$ cat src/rtl/core/gab_pkg.sv
// ----------------------------------------------------------------------------
// gab_pkg: shared types and constants of the glyph alpha blend unit
// Register codes, configuration bundle, the classified pair record and the result record.
// ----------------------------------------------------------------------------
package gab_pkg;

  localparam int MaxGlyphSize = 64;
  localparam int MaxFrameSize = 2048;
  localparam int QueueDepth   = 4;

  localparam int CfgColW   = 10;
  localparam int CfgRowW   = 11;
  localparam int CfgFrameW = 12;
  localparam int CfgGlyphW = 7;
  localparam int CfgIdxW   = 3;
  localparam int CfgDataW  = 12;

  localparam int RowW   = 12;
  localparam int ColW   = 11;
  localparam int FSizeW = 13;
  localparam int WprW   = 12;
  localparam int AddrW  = 21;
  localparam int WordW  = 32;
  localparam int AlphaW = 8;

  localparam logic [7:0] ChromaFill = 8'h7F;
  localparam logic [7:0] AlphaFull  = 8'hFF;

  localparam logic [CfgFrameW-1:0] FrameWidthRst  = 12'd640;
  localparam logic [CfgFrameW-1:0] FrameHeightRst = 12'd480;
  localparam logic [CfgGlyphW-1:0] GlyphWidthRst  = 7'd16;
  localparam logic [CfgGlyphW-1:0] GlyphHeightRst = 7'd20;

  typedef enum logic [CfgIdxW-1:0] {
    RegColOrigin   = 3'd0,
    RegRowOrigin   = 3'd1,
    RegFrameWidth  = 3'd2,
    RegFrameHeight = 3'd3,
    RegGlyphWidth  = 3'd4,
    RegGlyphHeight = 3'd5
  } gab_reg_e;

  typedef struct packed {
    logic [CfgColW-1:0]   col_origin;
    logic [CfgRowW-1:0]   row_origin;
    logic [CfgGlyphW-1:0] glyph_width;
    logic [CfgGlyphW-1:0] glyph_height;
    logic [FSizeW-1:0]    frame_height;
    logic [WprW-1:0]      words_per_row;
  } gab_cfg_t;

  typedef struct packed {
    logic [RowW-1:0]   row;
    logic [ColW-1:0]   col;
    logic              in_frame;
    logic              tail;
    logic              done;
    logic [AlphaW-1:0] alpha_left;
    logic [AlphaW-1:0] alpha_right;
    logic [WordW-1:0]  background_word;
  } gab_item_t;

  typedef struct packed {
    logic [AddrW-1:0] word_address;
    logic [WordW-1:0] new_word;
    logic             write_enable;
    logic             glyph_done;
  } gab_result_t;

endpackage

$ cat src/rtl/core/gab_front.sv
// ----------------------------------------------------------------------------
// gab_front: glyph walker and pair classifier
// Accepts pixel pairs, tracks glyph row and pair column, forms the frame
// position, clips it and pushes a classified record into the queue.
// ----------------------------------------------------------------------------
module gab_front #(
  parameter int MAX_GLYPH_SIZE = gab_pkg::MaxGlyphSize
) (
  input  logic                             clk_i,
  input  logic                             rst_ni,
  input  gab_pkg::gab_cfg_t                cfg_i,
  input  logic                             in_valid_i,
  output logic                             in_ready_o,
  input  logic [gab_pkg::AlphaW-1:0]       alpha_left_i,
  input  logic [gab_pkg::AlphaW-1:0]       alpha_right_i,
  input  logic [gab_pkg::WordW-1:0]        background_word_i,
  output logic                             push_valid_o,
  input  logic                             push_ready_i,
  output gab_pkg::gab_item_t               push_item_o
);
  import gab_pkg::*;

  localparam int MaxPairs = (MAX_GLYPH_SIZE + 1) / 2;
  localparam int PairW    = (MaxPairs > 1) ? $clog2(MaxPairs) : 1;
  localparam int GRowW    = $clog2(MAX_GLYPH_SIZE);
  localparam int GSizeW   = ($clog2(MAX_GLYPH_SIZE + 1) > CfgGlyphW) ?
                            $clog2(MAX_GLYPH_SIZE + 1) : CfgGlyphW;
  localparam int CmpW     = GSizeW + 1;

  logic [PairW-1:0]  pair_column_q, pair_column_d;
  logic [GRowW-1:0]  glyph_row_q, glyph_row_d;
  logic [GSizeW-1:0] gw, gh, pairs, gw_raw, gh_raw;
  logic [CmpW-1:0]   pc_next, gr_next, tail_pos;
  logic              tail, last_pair, last_row, accept;
  logic [RowW-1:0]   row;
  logic [ColW-1:0]   col;

  assign gw_raw = GSizeW'(cfg_i.glyph_width);
  assign gh_raw = GSizeW'(cfg_i.glyph_height);

  always_comb begin
    priority if (gw_raw == '0) begin
      gw = GSizeW'(1);
    end else if (gw_raw > GSizeW'(MAX_GLYPH_SIZE)) begin
      gw = GSizeW'(MAX_GLYPH_SIZE);
    end else begin
      gw = gw_raw;
    end
    priority if (gh_raw == '0) begin
      gh = GSizeW'(1);
    end else if (gh_raw > GSizeW'(MAX_GLYPH_SIZE)) begin
      gh = GSizeW'(MAX_GLYPH_SIZE);
    end else begin
      gh = gh_raw;
    end
  end

  assign pairs     = GSizeW'((CmpW'(gw) + CmpW'(1)) >> 1);
  assign pc_next   = CmpW'(pair_column_q) + CmpW'(1);
  assign gr_next   = CmpW'(glyph_row_q) + CmpW'(1);
  assign tail_pos  = CmpW'({pair_column_q, 1'b1});
  assign tail      = tail_pos >= CmpW'(gw);
  assign last_pair = pc_next >= CmpW'(pairs);
  assign last_row  = gr_next >= CmpW'(gh);

  assign row = RowW'(cfg_i.row_origin) + RowW'(glyph_row_q);
  assign col = ColW'(cfg_i.col_origin) + ColW'(pair_column_q);

  assign in_ready_o   = push_ready_i;
  assign push_valid_o = in_valid_i;
  assign accept       = in_valid_i && push_ready_i;

  always_comb begin
    push_item_o.row             = row;
    push_item_o.col             = col;
    push_item_o.in_frame        = ({1'b0, row} < cfg_i.frame_height) &&
                                  ({1'b0, col} < cfg_i.words_per_row);
    push_item_o.tail            = tail;
    push_item_o.done            = last_pair && last_row;
    push_item_o.alpha_left      = alpha_left_i;
    push_item_o.alpha_right     = tail ? '0 : alpha_right_i;
    push_item_o.background_word = background_word_i;
  end

  always_comb begin
    pair_column_d = pair_column_q;
    glyph_row_d   = glyph_row_q;
    if (accept) begin
      if (last_pair) begin
        pair_column_d = '0;
        glyph_row_d   = last_row ? '0 : GRowW'(gr_next);
      end else begin
        pair_column_d = PairW'(pc_next);
      end
    end
  end

  always_ff @(posedge clk_i or negedge rst_ni) begin
    if (!rst_ni) begin
      pair_column_q <= '0;
      glyph_row_q   <= '0;
    end else begin
      pair_column_q <= pair_column_d;
      glyph_row_q   <= glyph_row_d;
    end
  end

endmodule

$ cat src/rtl/core/gab_fifo.sv
// ----------------------------------------------------------------------------
// gab_fifo: classified pair queue
// Short register queue between walker and blender; full and empty by count.
// ----------------------------------------------------------------------------
module gab_fifo #(
  parameter int DEPTH = gab_pkg::QueueDepth
) (
  input  logic               clk_i,
  input  logic               rst_ni,
  input  logic               push_valid_i,
  output logic               push_ready_o,
  input  gab_pkg::gab_item_t push_item_i,
  output logic               pop_valid_o,
  input  logic               pop_ready_i,
  output gab_pkg::gab_item_t pop_item_o
);
  import gab_pkg::*;

  localparam int PtrW = (DEPTH > 1) ? $clog2(DEPTH) : 1;
  localparam int CntW = $clog2(DEPTH + 1);

  gab_item_t       mem_q [DEPTH];
  logic [PtrW-1:0] wr_ptr_q, wr_ptr_d, rd_ptr_q, rd_ptr_d;
  logic [CntW-1:0] count_q, count_d;
  logic            push, pop;

  assign push_ready_o = count_q != CntW'(DEPTH);
  assign pop_valid_o  = count_q != '0;
  assign push         = push_valid_i && push_ready_o;
  assign pop          = pop_valid_o && pop_ready_i;
  assign pop_item_o   = mem_q[rd_ptr_q];

  always_comb begin
    wr_ptr_d = wr_ptr_q;
    rd_ptr_d = rd_ptr_q;
    count_d  = count_q;
    if (push) begin
      wr_ptr_d = (wr_ptr_q == PtrW'(DEPTH - 1)) ? '0 : wr_ptr_q + PtrW'(1);
    end
    if (pop) begin
      rd_ptr_d = (rd_ptr_q == PtrW'(DEPTH - 1)) ? '0 : rd_ptr_q + PtrW'(1);
    end
    unique case ({push, pop})
      2'b10:   count_d = count_q + CntW'(1);
      2'b01:   count_d = count_q - CntW'(1);
      default: count_d = count_q;
    endcase
  end

  always_ff @(posedge clk_i or negedge rst_ni) begin
    if (!rst_ni) begin
      wr_ptr_q <= '0;
      rd_ptr_q <= '0;
      count_q  <= '0;
    end else begin
      wr_ptr_q <= wr_ptr_d;
      rd_ptr_q <= rd_ptr_d;
      count_q  <= count_d;
    end
  end

  always_ff @(posedge clk_i) begin
    if (push) begin
      mem_q[wr_ptr_q] <= push_item_i;
    end
  end

  a_count_bound : assert property (@(posedge clk_i) disable iff (!rst_ni)
    count_q <= CntW'(DEPTH))
    else $error("queue count beyond depth");

  a_count_up : assert property (@(posedge clk_i) disable iff (!rst_ni)
    (push && !pop) |=> (count_q == $past(count_q) + CntW'(1)))
    else $error("queue count did not advance on push");

  a_ptr_track : assert property (@(posedge clk_i) disable iff (!rst_ni)
    (count_q == '0) |-> (wr_ptr_q == rd_ptr_q))
    else $error("queue pointers differ while empty");

endmodule

$ cat src/rtl/core/gab_back.sv
// ----------------------------------------------------------------------------
// gab_back: address and luma blend pipeline
// Stage one multiplies row by words per row and forms the blend products;
// stage two adds the column, divides by 255 and builds the output word.
// ----------------------------------------------------------------------------
module gab_back (
  input  logic                       clk_i,
  input  logic                       rst_ni,
  input  logic [gab_pkg::WprW-1:0]   words_per_row_i,
  input  logic                       pop_valid_i,
  output logic                       pop_ready_o,
  input  gab_pkg::gab_item_t         pop_item_i,
  output logic                       out_valid_o,
  input  logic                       out_ready_i,
  output gab_pkg::gab_result_t       result_o
);
  import gab_pkg::*;

  localparam int ProdW  = RowW + WprW;
  localparam int BlendW = 2 * AlphaW;

  function automatic logic [AlphaW-1:0] div255_add(input logic [AlphaW-1:0] a,
                                                   input logic [BlendW-1:0] p);
    logic [BlendW:0] t;
    t = {1'b0, p} + (BlendW+1)'(p >> 8) + (BlendW+1)'(1);
    return a + AlphaW'(t >> 8);
  endfunction

  logic              s1_valid_q, out_valid_q, en;
  gab_item_t         s1_item_q;
  logic [ProdW-1:0]  s1_prod_q;
  logic [BlendW-1:0] s1_lp_q, s1_rp_q;
  gab_result_t       out_q, out_d;
  logic [AlphaW-1:0] y0, y1;
  logic              nz;

  assign en          = !out_valid_q || out_ready_i;
  assign pop_ready_o = en;
  assign out_valid_o = out_valid_q;
  assign result_o    = out_q;

  always_ff @(posedge clk_i) begin
    if (en) begin
      s1_item_q <= pop_item_i;
      s1_prod_q <= ProdW'(pop_item_i.row) * ProdW'(words_per_row_i);
      s1_lp_q   <= BlendW'(AlphaFull - pop_item_i.alpha_left) *
                   BlendW'(pop_item_i.background_word[15:8]);
      s1_rp_q   <= BlendW'(AlphaFull - pop_item_i.alpha_right) *
                   BlendW'(pop_item_i.background_word[31:24]);
    end
  end

  always_comb begin
    nz = (s1_item_q.alpha_left != '0) || (s1_item_q.alpha_right != '0);
    y0 = div255_add(s1_item_q.alpha_left, s1_lp_q);
    y1 = s1_item_q.tail ? s1_item_q.background_word[31:24]
                        : div255_add(s1_item_q.alpha_right, s1_rp_q);
    out_d.glyph_done   = s1_item_q.done;
    out_d.write_enable = s1_item_q.in_frame && nz;
    out_d.word_address = s1_item_q.in_frame ?
                         s1_prod_q[AddrW-1:0] + AddrW'(s1_item_q.col) : '0;
    out_d.new_word     = out_d.write_enable ?
                         {y1, ChromaFill, y0, ChromaFill} :
                         s1_item_q.background_word;
  end

  always_ff @(posedge clk_i) begin
    if (en) begin
      out_q <= out_d;
    end
  end

  always_ff @(posedge clk_i or negedge rst_ni) begin
    if (!rst_ni) begin
      s1_valid_q  <= 1'b0;
      out_valid_q <= 1'b0;
    end else if (en) begin
      s1_valid_q  <= pop_valid_i;
      out_valid_q <= s1_valid_q;
    end
  end

  a_chroma_fill : assert property (@(posedge clk_i) disable iff (!rst_ni)
    (out_valid_q && out_q.write_enable) |->
      (out_q.new_word[23:16] == ChromaFill && out_q.new_word[7:0] == ChromaFill))
    else $error("written word lacks forced chroma");

  a_stage_hold : assert property (@(posedge clk_i) disable iff (!rst_ni)
    (s1_valid_q && !en) |=> s1_valid_q)
    else $error("stage one lost an item under stall");

  a_stage_move : assert property (@(posedge clk_i) disable iff (!rst_ni)
    (s1_valid_q && en) |=> out_valid_q)
    else $error("stage one item did not reach output");

endmodule

$ cat src/rtl/core/glyph_alpha_blend_yuv422_unit.sv
// ----------------------------------------------------------------------------
// glyph_alpha_blend_yuv422_unit: white glyph overlay on a packed 4:2:2 frame
// Walks a glyph pair by pair, computes the frame word address, clips it and
// blends luma against the glyph alpha with chroma forced to mid gray.
//
//   channel  dir  handshake              payload
//   s_axis   in   tvalid/tready          tdata: alpha_left, alpha_right, bg
//   m_axis   out  tvalid/tready          tdata: address, word; tuser; tlast
//   cfg      in   cfg_valid/cfg_ready    cfg_index, cfg_data
//
// One pair per cycle sustained while the output is not stalled; a pair passes
// the queue register stage and then the two-stage multiply and blend pipeline
// on its way to the output. Reset restores the register defaults and the glyph origin.
// A stalled output holds the back pipeline; the four-entry queue keeps
// taking pairs until it fills. Configuration writes are taken every cycle.
// ----------------------------------------------------------------------------
module glyph_alpha_blend_yuv422_unit #(
  parameter int MAX_GLYPH_SIZE = gab_pkg::MaxGlyphSize,
  parameter int MAX_FRAME_SIZE = gab_pkg::MaxFrameSize
) (
  input  logic                          clk_i,
  input  logic                          rst_ni,
  input  logic                          s_axis_tvalid,
  output logic                          s_axis_tready,
  // alpha_left[7:0], alpha_right[15:8], background_word[47:16]
  input  logic [47:0]                   s_axis_tdata,
  output logic                          m_axis_tvalid,
  input  logic                          m_axis_tready,
  // word_address[20:0], new_word[52:21], zero fill[55:53]
  output logic [55:0]                   m_axis_tdata,
  // write_enable[0]
  output logic                          m_axis_tuser,
  output logic                          m_axis_tlast,
  input  logic                          cfg_valid_i,
  output logic                          cfg_ready_o,
  input  logic [gab_pkg::CfgIdxW-1:0]   cfg_index_i,
  input  logic [gab_pkg::CfgDataW-1:0]  cfg_data_i
);
  import gab_pkg::*;

  logic [CfgColW-1:0]   col_origin_q;
  logic [CfgRowW-1:0]   row_origin_q;
  logic [CfgFrameW-1:0] frame_width_q, frame_height_q;
  logic [CfgGlyphW-1:0] glyph_width_q, glyph_height_q;
  logic [FSizeW-1:0]    fw_sat, fh_sat;
  gab_cfg_t             cfg;
  logic                 cfg_we;

  logic                 push_valid, push_ready, pop_valid, pop_ready;
  gab_item_t            push_item, pop_item;
  gab_result_t          result;

  assign cfg_ready_o = 1'b1;
  assign cfg_we      = cfg_valid_i && cfg_ready_o;

  always_ff @(posedge clk_i or negedge rst_ni) begin
    if (!rst_ni) begin
      col_origin_q   <= '0;
      row_origin_q   <= '0;
      frame_width_q  <= FrameWidthRst;
      frame_height_q <= FrameHeightRst;
      glyph_width_q  <= GlyphWidthRst;
      glyph_height_q <= GlyphHeightRst;
    end else if (cfg_we) begin
      unique case (cfg_index_i)
        RegColOrigin:   col_origin_q   <= cfg_data_i[CfgColW-1:0];
        RegRowOrigin:   row_origin_q   <= cfg_data_i[CfgRowW-1:0];
        RegFrameWidth:  frame_width_q  <= cfg_data_i[CfgFrameW-1:0];
        RegFrameHeight: frame_height_q <= cfg_data_i[CfgFrameW-1:0];
        RegGlyphWidth:  glyph_width_q  <= cfg_data_i[CfgGlyphW-1:0];
        RegGlyphHeight: glyph_height_q <= cfg_data_i[CfgGlyphW-1:0];
        default: ;
      endcase
    end
  end

  assign fw_sat = (FSizeW'(frame_width_q) > FSizeW'(MAX_FRAME_SIZE)) ?
                  FSizeW'(MAX_FRAME_SIZE) : FSizeW'(frame_width_q);
  assign fh_sat = (FSizeW'(frame_height_q) > FSizeW'(MAX_FRAME_SIZE)) ?
                  FSizeW'(MAX_FRAME_SIZE) : FSizeW'(frame_height_q);

  always_comb begin
    cfg.col_origin    = col_origin_q;
    cfg.row_origin    = row_origin_q;
    cfg.glyph_width   = glyph_width_q;
    cfg.glyph_height  = glyph_height_q;
    cfg.frame_height  = fh_sat;
    cfg.words_per_row = fw_sat[FSizeW-1:1];
  end

  gab_front #(
    .MAX_GLYPH_SIZE(MAX_GLYPH_SIZE)
  ) u_front (
    .clk_i            (clk_i),
    .rst_ni           (rst_ni),
    .cfg_i            (cfg),
    .in_valid_i       (s_axis_tvalid),
    .in_ready_o       (s_axis_tready),
    .alpha_left_i     (s_axis_tdata[7:0]),
    .alpha_right_i    (s_axis_tdata[15:8]),
    .background_word_i(s_axis_tdata[47:16]),
    .push_valid_o     (push_valid),
    .push_ready_i     (push_ready),
    .push_item_o      (push_item)
  );

  gab_fifo #(
    .DEPTH(QueueDepth)
  ) u_fifo (
    .clk_i       (clk_i),
    .rst_ni      (rst_ni),
    .push_valid_i(push_valid),
    .push_ready_o(push_ready),
    .push_item_i (push_item),
    .pop_valid_o (pop_valid),
    .pop_ready_i (pop_ready),
    .pop_item_o  (pop_item)
  );

  gab_back u_back (
    .clk_i          (clk_i),
    .rst_ni         (rst_ni),
    .words_per_row_i(cfg.words_per_row),
    .pop_valid_i    (pop_valid),
    .pop_ready_o    (pop_ready),
    .pop_item_i     (pop_item),
    .out_valid_o    (m_axis_tvalid),
    .out_ready_i    (m_axis_tready),
    .result_o       (result)
  );

  assign m_axis_tdata = {3'b000, result.new_word, result.word_address};
  assign m_axis_tuser = result.write_enable;
  assign m_axis_tlast = result.glyph_done;

endmodule

$ cat config.mk
export PLATFORM = sky130hd
export DESIGN_NAME = glyph_alpha_blend_yuv422_unit
export DESIGN_NICKNAME = d
export VERILOG_FILES = /design/src/rtl/core/gab_pkg.sv /design/src/rtl/core/gab_front.sv /design/src/rtl/core/gab_fifo.sv /design/src/rtl/core/gab_back.sv /design/src/rtl/core/glyph_alpha_blend_yuv422_unit.sv
export SDC_FILE = /design/constraint.sdc
export NUM_CORES = 1
export LEC_CHECK = 0
export ABC_CLOCK_PERIOD_IN_PS = 7530
export BUFFER_PORTS_ARGS = -buffer_cell sky130_fd_sc_hd__buf_2
export CAP_MARGIN = 15
export CELL_PAD_IN_SITES_DETAIL_PLACEMENT = 1
export CELL_PAD_IN_SITES_GLOBAL_PLACEMENT = 2
export CORE_MARGIN = 10
export CORE_UTILIZATION = 45
export CTS_CLUSTER_DIAMETER = 200
export DETAILED_ROUTE_END_ITERATION = 16
export PLACE_DENSITY_LB_ADDON = 0.05
export SLEW_MARGIN = 25
export SYNTH_ARGS = -nofsm -noshare
export SYNTH_HDL_FRONTEND = slang
export SYNTH_SLANG_ARGS = --single-unit
$ cat constraint.sdc
create_clock -name clk_i -period 7.53 [get_ports clk_i]
set_clock_uncertainty 0.2 [all_clocks]
set_input_delay 0.753 -clock clk_i [delete_from_list [all_inputs] [get_ports clk_i]]
set_output_delay 0.753 -clock clk_i [all_outputs]
set_load 0.005 [all_outputs]
==> results.cfg <==
[final_layout]
p_r_area_growth_vs_syn_pct = 12.6
final_cell_mix = sky130_fd_sc_hd__edfxtp_1, sky130_fd_sc_hd__inv_1, sky130_fd_sc_hd__ha_1, sky130_fd_sc_hd__nand2_1, sky130_fd_sc_hd__fa_1
layout.core_utilization_pct = 51.2
design.final.nets = 2978
antenna_cells = 0
final_layout_size_suffix_gt1_share_pct = 17.0
layout_commonest_cell = sky130_fd_sc_hd__edfxtp_1

[global_route]
grt_residual_overflow = 0
first_global_vias = 20996
grt_pass1_wl_um = 120000
maximum_number_of_pins_on_one_net_before_global_route_repair = 79
grt_usage_pct = 18.9
grt_antenna_before_repair = 1

[clock_network]
cts_max_level = 2
tritoncts = done
worst_skew_pair.late_latency_ps = 630
clkTransAtPathRegs_ps = 70
cts_inserted_buffers = 60
clock_sink_count = 544
clock_root_buffer = sky130_fd_sc_hd__clkbuf_16
clk_path_buf_depth = 3

[worst_setup_path]
worst-path-max-fanout = 32
cp_cell_sequence = mux2_2, o21ai_1, nor2_1, fa_1, inv_1, fa_1, fa_1, fa_1, inv_1, fa_1, ha_1, a21o_1, a21oi_1, nand2b_1, o2111ai_1, a31o_1, a21oi_1, xnor2_1
cp_common_cell = sky130_fd_sc_hd__fa_1
cp_data_required_time_ps = 7720
critical_path.endpoint_type = register
cp_slowest_stage_delay_ps = 780
worstPathArrival_ps = 6770
cp-start-kind = register
worst-setup-path-type = register to register
crit_path_top_delay_cell = sky130_fd_sc_hd__dfrtp_4

[place]
port_buffers = 124
pre_cts_slack_ps = 940
dp.final_hpwl_um = 55600
gpl.final_weighted_congestion = 0.850

[die]
chipWidth_um = 284
floorplan.initialDensity_pct = 45.5
core_area_mm2 = 0.0687
fp-row-count = 96
design.die.area_mm2 = 0.0804
io-pin-count = 129
die_h_um = 284

[yosys]
synth_async_sr_flop_share_pct = 14.3
synth_area_per_inst_um2 = 13.2
synth_enable_flop_cells = 466
post_synth_num_cell_types = 77
mappedNetlistArea_mm2 = 0.0312
yosys_warnings = 0
ys_seq_elements = 544
synthFlopType = sky130_fd_sc_hd__edfxtp_1
share_of_the_yosys_chip_area_belonging_to_registers_pct = 51.1
synthesized_instance_count = 2367

[route]
met2_wirelength_um = 39000
finalWirelength_um = 75600
first_iter_violations = 932
via_count = 18538
route.detailed.wl_per_inst_um = 21.6
antenna_violating_nets_post_route = 0
route.detailed.drc = 0
detailroute.wirelength.met3_um = 2350
drtPass1Iterations = 5
viasPerCell = 5.29
wl_met1_um = 32900
highest-signal-layer = met4

[sta]
slew_violations = 0
fin_setup_tns_ps = 0
worst_pin_slew_ps = 974
period_minus_slack_ps = 6590
maxClockFrequency_mhz = 152
finalHoldViolations = 0
max-slew-margin-rel_pct = 35.1
hold_ws_ps = 138
grt_setup_unrepaired = no
min_period_over_period_pct = 87.5
setup-violations-final = 0
fin_worst_setup_slack_ps = 942

[flow_run]
cap_viol_max_count = 0

[min_path]
hold_path.class = primary input to register

[run_status]
run_status = finished clean
==> kinds of logic after synthesis <==
group | synth area share [%]
fa+ha+maj | 19.5
mux | 7.73
other cells | 0.0240
simple gates | 8.83
compound gates | 5.83
xor+xnor | 3.08
buf+inv | 3.92
flops | 51.1
==> path summary, 6_finish.rpt <==
check / from / endpoint / slack, ps / cells after the start
max reg2reg: u_fifo.rd_ptr_q[1] / u_back.s1_prod_q[20] / 940 / 18
max in group asynchronous: rst_ni / u_fifo.rd_ptr_q[0] / 6010 / 2
min in group asynchronous: rst_ni / frame_width_q[6] / 480 / 2
max: u_fifo.rd_ptr_q[1] / u_back.s1_prod_q[20] / 940 / 18
min: s_axis_tdata[38] / u_fifo.mem_q[3][22] / 140 / 1
min reg2reg: u_back.out_d[0] / u_back.result_o[0] / 240 / 0
==> layer usage <==
layer | track usage [%] | up-vias
li1 | - | 8631
met1 | 23.8 | 9574
met2 | 34.1 | 246
met3 | 2.55 | 87
met4 | 4.10 | 0
met5 | 0 | -
==> repair_timing <==
action / CTS / global route
setup buffers: 0 / 0
hold endpoints to repair: 0 / 16
resized for setup: 0 / 0
hold buffers: 0 / 1
==> through the flow <==
stage / instances / cell area (um^2)
after global routing: 3505 / 35200
after detailed placement: 3391 / 33000
final: 3505 / 35200
after floorplan: 2369 / 31300
after global placement: 3391 / 33000
after CTS: 3504 / 35200
==> final cells by class <==
class,count,area (um^2)
multi-input combinational,1513,14100
fill,6969,33500
inverter,259,977
timing repair buffer,145,800
sequential,544,16000
clock buffer,71,1580
tap,931,1160
clock inverter,42,579
==> critical path, delay by kind of cell (launching register included) <==
| family | cells | cell delay (ps) |
|---|---|---|
| flip-flops | 1 | 780 |
| AO/OA/AOI/OAI | 6 | 1490 |
| AND/OR/NAND/NOR | 2 | 300 |
| multiplexers | 1 | 410 |
| adder cells (fa/ha/maj) | 6 | 2910 |
| buffers and inverters | 2 | 110 |
| XOR/XNOR | 1 | 90 |
==> registers in the layout, summed over array words and instances (netlist names), 2 cells and up <==
name / cells
u_fifo.count_q: 3
u_back.s1_prod_q: 21
u_back.s1_lp_q: 16
u_front.glyph_row_q: 6
u_back.result_o: 55
u_back.s1_item_q: 61
u_front.pair_column_q: 5
u_back.s1_rp_q: 16
glyph_width_q: 7
u_fifo.rd_ptr_q: 2
col_origin_q: 10
frame_height_q: 12
glyph_height_q: 7
u_fifo.mem_q: 296
row_origin_q: 11
frame_width_q: 11
u_fifo.wr_ptr_q: 2
==> Yosys cell counts (all sizes together) (5+ instances only) <==
cell type / count / share of area, %
nor4: 7 / 0.14
or4: 5 / 0.12
nand2: 196 / 2.4
nand4: 8 / 0.16
clkbuf: 19 / 0.23
a21o: 30 / 0.72
and2: 19 / 0.38
nor2: 150 / 1.8
o21bai: 12 / 0.29
ha: 221 / 8.8
edfxtp: 466 / 45
and3: 18 / 0.36
o31a: 6 / 0.17
xnor2: 75 / 2.1
inv: 258 / 3.1
mux2: 90 / 3.2
dfstp: 9 / 0.76
nand3: 32 / 0.51
xor2: 35 / 0.98
nand2b: 45 / 0.90
nor2b: 49 / 1.0
dfrtp: 69 / 5.5
mux4: 52 / 3.7
mux2i: 23 / 0.74
o21ai: 80 / 1.4
a21oi: 66 / 1.1
o211ai: 11 / 0.31
nor3: 14 / 0.26
a31oi: 8 / 0.21
or2: 19 / 0.38
fa: 166 / 11
o21a: 19 / 0.46
buf: 34 / 0.58
a211oi: 9 / 0.23
Power is left out: the tool's default activity adds up to more than one toggle a clock period on the data nets, which glitch-free logic cannot reach.
